<file path="config.mk">
export PLATFORM = sky130hd
export DESIGN_NAME = slip_crc32_frame_decoder_core
export DESIGN_NICKNAME = d
export VERILOG_FILES = /design/src/rtl/slipcrc_pkg.sv /design/src/rtl/slip_crc32_frame_decoder_core.sv
export SDC_FILE = /design/constraint.sdc
export NUM_CORES = 1
export LEC_CHECK = 0
export ABC_AREA = 0
export BUFFER_PORTS_ARGS = -buffer_cell sky130_fd_sc_hd__buf_2
export CAP_MARGIN = 20
export CORE_ASPECT_RATIO = 1.4
export CORE_UTILIZATION = 52
export DETAILED_ROUTE_END_ITERATION = 7
export PLACE_DENSITY = 0.71
export SLEW_MARGIN = 30
export SYNTH_ARGS = -nofsm -noshare
export SYNTH_HDL_FRONTEND = slang
export SYNTH_SLANG_ARGS = --single-unit
</file>
<file path="constraint.sdc">
create_clock -name i_clk -period 5.4 [get_ports i_clk]
set_clock_uncertainty 0.15 [all_clocks]
set_input_delay 0.27 -clock i_clk [delete_from_list [all_inputs] [get_ports i_clk]]
set_output_delay 0.27 -clock i_clk [all_outputs]
set_load 0.05 [all_outputs]
</file>
<file path="src/rtl/slipcrc_pkg.sv">
// Constants, result codes and the byte-wide CRC-32 update for the SLIP CRC-32 frame decoder.
package slipcrc_pkg;

    // SLIP special characters.
    localparam logic [7:0] CODE_END     = 8'hC0;
    localparam logic [7:0] CODE_ESC     = 8'hDB;
    localparam logic [7:0] CODE_ESC_END = 8'hDC;
    localparam logic [7:0] CODE_ESC_ESC = 8'hDD;

    // CRC-32, reflected IEEE polynomial.
    localparam logic [31:0] CRC_POLY = 32'hEDB88320;
    localparam logic [31:0] CRC_INIT = 32'hFFFFFFFF;

    // Fewest stored bytes that a frame with a CRC can hold.
    localparam logic [7:0] MIN_FRAME = 8'd5;

    // Result kinds.
    typedef enum logic [2:0] {
        KIND_DATA    = 3'd0,
        KIND_GOOD    = 3'd1,
        KIND_BADCRC  = 3'd2,
        KIND_SHORT   = 3'd3,
        KIND_OVERRUN = 3'd4
    } t_kind;

    // Payload of one result item.
    typedef struct packed {
        logic [7:0] frame_type;
        logic [7:0] frame_length;
        logic [6:0] byte_index;
        logic [7:0] data_byte;
    } t_result;

    // Feeds one byte into the running CRC, lowest bit first.
    function automatic logic [31:0] crc_feed(input logic [31:0] crc_in, input logic [7:0] v);
        logic [31:0] c;
        c = crc_in ^ {24'd0, v};
        for (int k = 0; k < 8; k++) begin
            c = c[0] ? ((c >> 1) ^ CRC_POLY) : (c >> 1);
        end
        return c;
    endfunction

endpackage

</file>
<file path="src/rtl/slip_crc32_frame_decoder_core.sv">
// Top level of the SLIP deframer with CRC-32 frame check.
//
//  Channel   Dir  tdata (low bit up)                                    tuser
//  s_axis    in   wire_byte[7:0]                                        -
//  m_axis    out  data_byte[7:0], byte_index[14:8], frame_length[22:15], result_kind[2:0]
//                 frame_type[30:23], zero[31]
//
// A byte passes from the input register to the result register. The deframing,
// the CRC update and the verdict are all done combinationally between those
// two registers, so one byte is accepted in every cycle while the output side
// keeps taking. Reset is synchronous and active low; it clears the frame state
// and empties both registers. A stall on the output holds both stages and drops
// input ready only once the input register is also full.
module slip_crc32_frame_decoder_core #(
    parameter int MAX_FRAME = 128
) (
    input  logic        i_clk,
    input  logic        i_rst_n,
    // Input stream.
    input  logic        i_s_axis_tvalid,
    output logic        o_s_axis_tready,
    input  logic [7:0]  i_s_axis_tdata,   // wire_byte[7:0]
    // Result stream.
    output logic        o_m_axis_tvalid,
    input  logic        i_m_axis_tready,
    output logic [31:0] o_m_axis_tdata,   // data_byte[7:0], byte_index[14:8],
                                          // frame_length[22:15], frame_type[30:23]
    output logic [2:0]  o_m_axis_tuser    // result_kind[2:0]
);

    localparam logic [7:0] MaxCount = 8'(MAX_FRAME);

    // Input register.
    logic       r_in_valid;
    logic [7:0] r_in_byte;

    // Frame state.
    logic        r_escape_pending, n_escape_pending;
    logic [7:0]  r_stored_count,   n_stored_count;
    logic        r_overrun_flag,   n_overrun_flag;
    logic [31:0] r_running_crc,    n_running_crc;
    logic [7:0]  r_tail [4];
    logic [7:0]  n_tail [4];
    logic [7:0]  r_first_byte,     n_first_byte;

    // Result register.
    logic                     r_out_valid;
    slipcrc_pkg::t_kind       r_out_kind;
    slipcrc_pkg::t_result     r_out_data;

    // Combinational result of the byte in the input register.
    logic                     emit;
    slipcrc_pkg::t_kind       res_kind;
    slipcrc_pkg::t_result     res_data;

    logic advance;   // the result register can take a new value this cycle
    logic work;      // the byte in the input register is processed this cycle

    assign advance         = !r_out_valid || i_m_axis_tready;
    assign work            = r_in_valid && advance;
    assign o_s_axis_tready = !r_in_valid || advance;

    always_comb begin
        logic [7:0]  b;
        logic [31:0] want;
        logic        store;

        b     = r_in_byte;
        want  = {r_tail[3], r_tail[2], r_tail[1], r_tail[0]};
        store = 1'b0;

        n_escape_pending = r_escape_pending;
        n_stored_count   = r_stored_count;
        n_overrun_flag   = r_overrun_flag;
        n_running_crc    = r_running_crc;
        n_tail           = r_tail;
        n_first_byte     = r_first_byte;

        emit     = 1'b0;
        res_kind = slipcrc_pkg::KIND_DATA;
        res_data = '0;

        if (b == slipcrc_pkg::CODE_END) begin
            // END closes the frame; an empty frame gives no verdict.
            if (r_stored_count != 8'd0 || r_overrun_flag) begin
                emit = 1'b1;
                priority if (r_overrun_flag) begin
                    res_kind = slipcrc_pkg::KIND_OVERRUN;
                end else if (r_stored_count < slipcrc_pkg::MIN_FRAME) begin
                    res_kind = slipcrc_pkg::KIND_SHORT;
                end else if (~r_running_crc == want) begin
                    res_kind = slipcrc_pkg::KIND_GOOD;
                end else begin
                    res_kind = slipcrc_pkg::KIND_BADCRC;
                end
                res_data.frame_length = r_stored_count;
                res_data.frame_type   = r_first_byte;
            end
            n_escape_pending = 1'b0;
            n_stored_count   = 8'd0;
            n_overrun_flag   = 1'b0;
            n_running_crc    = slipcrc_pkg::CRC_INIT;
            n_tail           = '{default: 8'd0};
            n_first_byte     = 8'd0;
        end else if (r_escape_pending) begin
            // Escaped byte: only the two escape codes are translated.
            if (b == slipcrc_pkg::CODE_ESC_END) begin
                b = slipcrc_pkg::CODE_END;
            end else if (b == slipcrc_pkg::CODE_ESC_ESC) begin
                b = slipcrc_pkg::CODE_ESC;
            end
            n_escape_pending = 1'b0;
            store            = 1'b1;
        end else if (b == slipcrc_pkg::CODE_ESC) begin
            n_escape_pending = 1'b1;
        end else begin
            store = 1'b1;
        end

        if (store && !r_overrun_flag) begin
            if (r_stored_count >= MaxCount) begin
                // Frame full: discard everything up to the next END.
                n_overrun_flag = 1'b1;
            end else begin
                if (r_stored_count == 8'd0) begin
                    n_first_byte = b;
                end
                // The byte that leaves the delay line is no longer a CRC byte.
                if (r_stored_count >= 8'd4) begin
                    n_running_crc = slipcrc_pkg::crc_feed(r_running_crc, r_tail[0]);
                end
                n_tail[0] = r_tail[1];
                n_tail[1] = r_tail[2];
                n_tail[2] = r_tail[3];
                n_tail[3] = b;
                n_stored_count = r_stored_count + 8'd1;

                emit                = 1'b1;
                res_kind            = slipcrc_pkg::KIND_DATA;
                res_data.data_byte  = b;
                res_data.byte_index = r_stored_count[6:0];
            end
        end
    end

    always_ff @(posedge i_clk) begin
        if (!i_rst_n) begin
            r_in_valid       <= 1'b0;
            r_out_valid      <= 1'b0;
            r_escape_pending <= 1'b0;
            r_stored_count   <= 8'd0;
            r_overrun_flag   <= 1'b0;
            r_running_crc    <= slipcrc_pkg::CRC_INIT;
            r_tail           <= '{default: 8'd0};
            r_first_byte     <= 8'd0;
        end else begin
            if (o_s_axis_tready) begin
                r_in_valid <= i_s_axis_tvalid;
            end
            if (advance) begin
                r_out_valid <= work && emit;
            end
            if (work) begin
                r_escape_pending <= n_escape_pending;
                r_stored_count   <= n_stored_count;
                r_overrun_flag   <= n_overrun_flag;
                r_running_crc    <= n_running_crc;
                r_tail           <= n_tail;
                r_first_byte     <= n_first_byte;
            end
        end
    end

    // Payload registers carry no reset.
    always_ff @(posedge i_clk) begin
        if (o_s_axis_tready && i_s_axis_tvalid) begin
            r_in_byte <= i_s_axis_tdata;
        end
        if (work && emit) begin
            r_out_kind <= res_kind;
            r_out_data <= res_data;
        end
    end

    assign o_m_axis_tvalid = r_out_valid;
    assign o_m_axis_tdata  = {1'b0, r_out_data};
    assign o_m_axis_tuser  = r_out_kind;

endmodule

</file>
After elaboration in Yosys (flattened, before gate mapping)
Cells that the tools add are included.
- order comparisons: 3
- multiplexer cells: 46
- add/subtract/negate cells: 1
- eq/ne operators: 5
- reduce and logical (&&, ||, !) cells: 14
- bitwise operators: 11
- operator list (kind ; count):
    32-bit two-way mux ; 15
    13-bit NOT with 14-bit output ; 8
    8-bit two-way mux ; 11
    32-bit == test ; 1
    8-bit == test (second input constant) ; 4
    32-bit NOT ; 1
    32-bit by 8-bit XOR with 32-bit output ; 1
    3-bit two-way mux ; 5
    1-bit two-way mux ; 13
    8-bit by 1-bit adder with 8-bit output (second input constant) ; 1
    8-bit by 3-bit >= comparator with 1-bit output (second input constant) ; 1
    8-bit >= comparator (second input constant) ; 1
    8-bit zero test ; 1
    8-bit by 3-bit < comparator with 1-bit output (second input constant) ; 1
    8-bit nonzero test ; 1
    1-bit logical AND ; 4
    2-bit two-way mux ; 2
    1-bit zero test ; 3
    1-bit logical OR ; 3
    2-bit AND reduction ; 1
    2-bit OR reduction ; 1
    1-bit NOT ; 1
- register bits: 126
- bits of input ports: 12
- output and inout bits: 37

Logic depth before layout (Yosys ltp)
- depth after elaboration: 20
- depth in mapped cells: 7
- gate-level depth less buffers: 6

Least setup slack after synthesis
No wires, ideal clock.
- path type: register -> register
- from: reg r_in_byte[3]
- to: reg r_out_data (netlist bit o_m_axis_tdata[0]), enable pin
- data required time: 4825 ps
- arrival time: 3264 ps
- path buffers: 2
- setup time: 425 ps
- setup slack: 1560 ps
- period minus slack after synthesis: 3840 ps
- stages on the path, launching flop included: 8
- path through: edfxtp_1 -> or3_1 -> or4_1 -> buf_2 -> a31oi_4 -> buf_2 -> nor2_1 -> nor2_1
- cells in the longest elaborated chain, start to end: 7
- elaborated cells between the ends (all ways): 10
- ends and longest elaborated chain (what ; RTL line ; source):
    from (decl) ; slip_crc32_frame_decoder_core.sv:35 ; logic [7:0] r_in_byte;
    from (signal assigned) ; slip_crc32_frame_decoder_core.sv:177 ; r_in_byte <= i_s_axis_tdata;
    8-bit == test ; slip_crc32_frame_decoder_core.sv:114 ; end else if (b == slipcrc_pkg::CODE_ESC) begin
    1-bit two-way mux ; slip_crc32_frame_decoder_core.sv:114 ;
    1-bit two-way mux ; slip_crc32_frame_decoder_core.sv:105 ; end else if (r_escape_pending) begin
    1-bit two-way mux ; slip_crc32_frame_decoder_core.sv:83 ; if (b == slipcrc_pkg::CODE_END) begin
    1-bit logical AND ; slip_crc32_frame_decoder_core.sv:120 ; if (store && !r_overrun_flag) begin
    1-bit two-way mux * ; slip_crc32_frame_decoder_core.sv:120 ;
    1-bit logical AND * ; slip_crc32_frame_decoder_core.sv:179 ; if (work && emit) begin
    to (signal assigned) ; slip_crc32_frame_decoder_core.sv:181 ; r_out_data <= res_data;
    to (decl) ; slip_crc32_frame_decoder_core.sv:49 ; slipcrc_pkg::t_result r_out_data;
Mark *: on every way between the ends. The rest lies on a longest branch, timed or not.
A chain may end at the register's enable or synchronous reset.

Worst setup path in the final report
- from: reg r_in_byte[2]
- to: reg r_out_data (netlist bit o_m_axis_tdata[22]), enable pin
Same word-level chain as after synthesis.

==> impl_metrics.toml <==
[setup_path]
path_class = "register to register"
startpoint_type = "register"
crit_fanout = 22
reg2reg_slack_ns = 1.88
critPathCaptureType = "register"
max_stage_delay_ns = 0.69
r2r_start = "r_in_byte[2]$_DFFE_PP_"
critical_path.top_delay_family = "simple AND/OR/NAND/NOR gates"
cp_cell_sequence = "or3_1, or4_1, a31oi_4, nor2_1, nor2_2, buf_4"
r2r_end = "o_m_axis_tdata[22]$_SDFFCE_PN0P_"
rr_worst_depth = 6
cp_slowest_cell = "or4_1"
worstPathRequired_ns = 5.35
critPathArrivalTime_ns = 3.47
crit_cells = 6
crit_buf_inv = 1

[layout]
antenna_cells = 0
drive_gt1_share_pct = 17.7
fin_nets = 641
synthToLayoutAreaGrowth_pct = 16.7

[placement]
routabilityCongestion = 0.854
dp_slack_ns = 1.89
numPortBuffers = 47
hpwl_um = 9380

[global_route]
grtUsageMet2_pct = 39.9
grt_overflow_total = 0
met1_usage_pct = 28.0
grt_max_degree = 86
use_met3_pct = 5.61
grt_busiest_layer = "met2"
grt_pass1_vias = 4406
grt_antenna_before_repair = 0
grt_usage_pct = 24.1
grt_pass1_wl_um = 22600

[sta]
final.min_clock_period_ns = 3.52
fmax_mhz = 284
setup_viol = 0
hold_viol_final = 0
worst_slew_pin_slew_ns = 0.920
relSlewSlack_pct = 38.6
fin_crit_sh_pct = 65.2
slew_violations = 0
worst_slack_ns = 1.88
setup_tns_ns = 0
rsz0062_at_grt = "no"

[min_path]
min_from = "i_m_axis_tready"
holdPathStages = 3
hold_end = "o_m_axis_tvalid$_SDFFE_PN0P_"
hold_path_class = "input port to register"

[logic_synthesis]
ys_ff_latch = 126
yosysSeqAreaShare_pct = 47.1
yosysWarnings = 0
yosysUniqueCellTypes = 57
yosys.area.top_type = "dfxtp_1"
netlist_area_um2 = 6250
synthCells = 577
synth_edf_count = 42
avgSynthCellArea_um2 = 10.8
synth.area.top_cells = "dfxtp_1 27%, edfxtp_1 20%, xnor2_1 7.0%"
async_reset_ff_share_pct = 0
synth_top_area_share_pct = 26.9
synth_top_flop_cell = "dfxtp_1"
syn_nets = 593

[clocking]
cts_num_sinks = 126
cts_tree = "yes"
htree_levels = 4
post_cts_buffers = 0
worstSkewPairLatency_ns = 0.42
clk_pin_slew_ns = 0.06
clk_path_buf_depth = 2
postCtsHoldBufs = 9
post_cts_resize_count = 0
numCtsBuffers = 17
clock-root-buffer = "clkbuf_16"

[floorplanning]
coreArea_um2 = 11800
io-pin-count = 49
die_height_um = 132
rows = 47
floorplan.initialDensity_pct = 53.1
die_width_um = 94.6
die_area_um2 = 12500

[job]
drv_cap = 0

[detailed_routing]
wirelength_um = 14100
ant_nets = 0
drt_iter0_markers = 267
vias = 4484
drc = 0
first_pass_iters = 5
avgViaCountPerCell = 5.71
wl_per_cell_um = 17.9

[run_status]
status = "complete, no violations"

[power]
power_density_nw_per_um2 = 328
power_leakage_nw = 2.80
ir_worst_vdd_v = 0.000199
[cell usage after synthesis (all sizes together), types with 6 or more instances]
library cell and number:
dfxtp 84, xnor2 61, o21ai 48, edfxtp 42
nor2 41, nor2b 37, a22oi 31, a21oi 23
nor3 23, and2 21, buf 18, and3 16
clkbuf 16, a21boi 14, nand2 14, xnor3 12
nor4 11, nand3 7, xor2 7, inv 6
xor3 6
[placed cells by master, fill, tap and decap left out, drive strengths merged, types with 21 or more instances in the layout]
master / n
and2: 21
o21ai: 48
nor2: 41
a22oi: 31
edfxtp: 42
buf: 54
nor3: 23
nor2b: 37
dfxtp: 84
a21oi: 23
xnor2: 61
[layout make-up]
| cell class | count | area (um^2) |
|---|---|---|
| clock inverter | 15 | 211 |
| tap | 147 | 184 |
| clock buffer | 17 | 425 |
| fill | 963 | 4470 |
| timing repair buffer | 63 | 382 |
| inverter | 6 | 22.5 |
| multi-input combinational | 411 | 3130 |
| sequential | 126 | 2940 |
[worst max-delay path by stage]
stage                                 from                          endpoint
floorplan           r_in_byte[3]$_DFFE_PP_   o_m_axis_tdata[0]$_SDFFCE_PP0P_
global placement    r_in_byte[3]$_DFFE_PP_   o_m_axis_tdata[8]$_SDFFCE_PP0P_
detailed placement  r_in_byte[5]$_DFFE_PP_   o_m_axis_tdata[8]$_SDFFCE_PP0P_
CTS                 r_in_byte[5]$_DFFE_PP_  o_m_axis_tdata[22]$_SDFFCE_PN0P_
global route        r_in_byte[5]$_DFFE_PP_  o_m_axis_tdata[20]$_SDFFCE_PN0P_
finish              r_in_byte[2]$_DFFE_PP_  o_m_axis_tdata[22]$_SDFFCE_PN0P_
[report_power, final]
part / internal [W] / switching [W]
logic: 0.0000475 / 0.000106
clock network: 0.000778 / 0.000444
registers: 0.00100 / 0.0000169
total: 0.00183 / 0.000567
[worst min-delay path, stage by stage]
cell and delay [ns]:
buf_2 0.08, nand2b_1 0.12, a21boi_1 0.06
[metrics by stage]
stage                     util [%]  std cells  hold slack [ns]  power, W  area, um^2
final                         62.0        785           0.0186   0.00240        7290
after floorplan                  -        577            0.219   0.00115        6250
after global routing          62.0        785           0.0426   0.00246        7290
after global placement        55.6        742            0.299   0.00119        6540
after detailed placement      55.7        742            0.302   0.00119        6550
after CTS                     61.8        783          0.00987   0.00241        7270
[state kept, by name, indices dropped and copies added (netlist names)]
name	flops
r_running_crc	32
r_tail	32
o_m_axis_tdata	31
r_first_byte	8
r_in_byte	8
r_stored_count	8
o_m_axis_tuser	3
o_m_axis_tvalid	1
r_escape_pending	1
r_in_valid	1
r_overrun_flag	1
[cells by family after synthesis]
logic type,share of synthesized area [%]
compound gates,13.4
xor+xnor,18.0
fa+ha+maj,0.801
buf+inv,3.30
flops,47.1
other cells,0.0600
simple gates,17.3
[per-layer routing]
| layer | share of wire (%) | up-vias |
|---|---|---|
| met1 | 39 | 2164 |
| met4 | 3.7 | 0 |
| met3 | 4.4 | 39 |
| met2 | 53 | 129 |
| met5 | 0 | - |
| li1 | - | 2152 |
No activity file was read; power rests on OpenSTA's default activity.
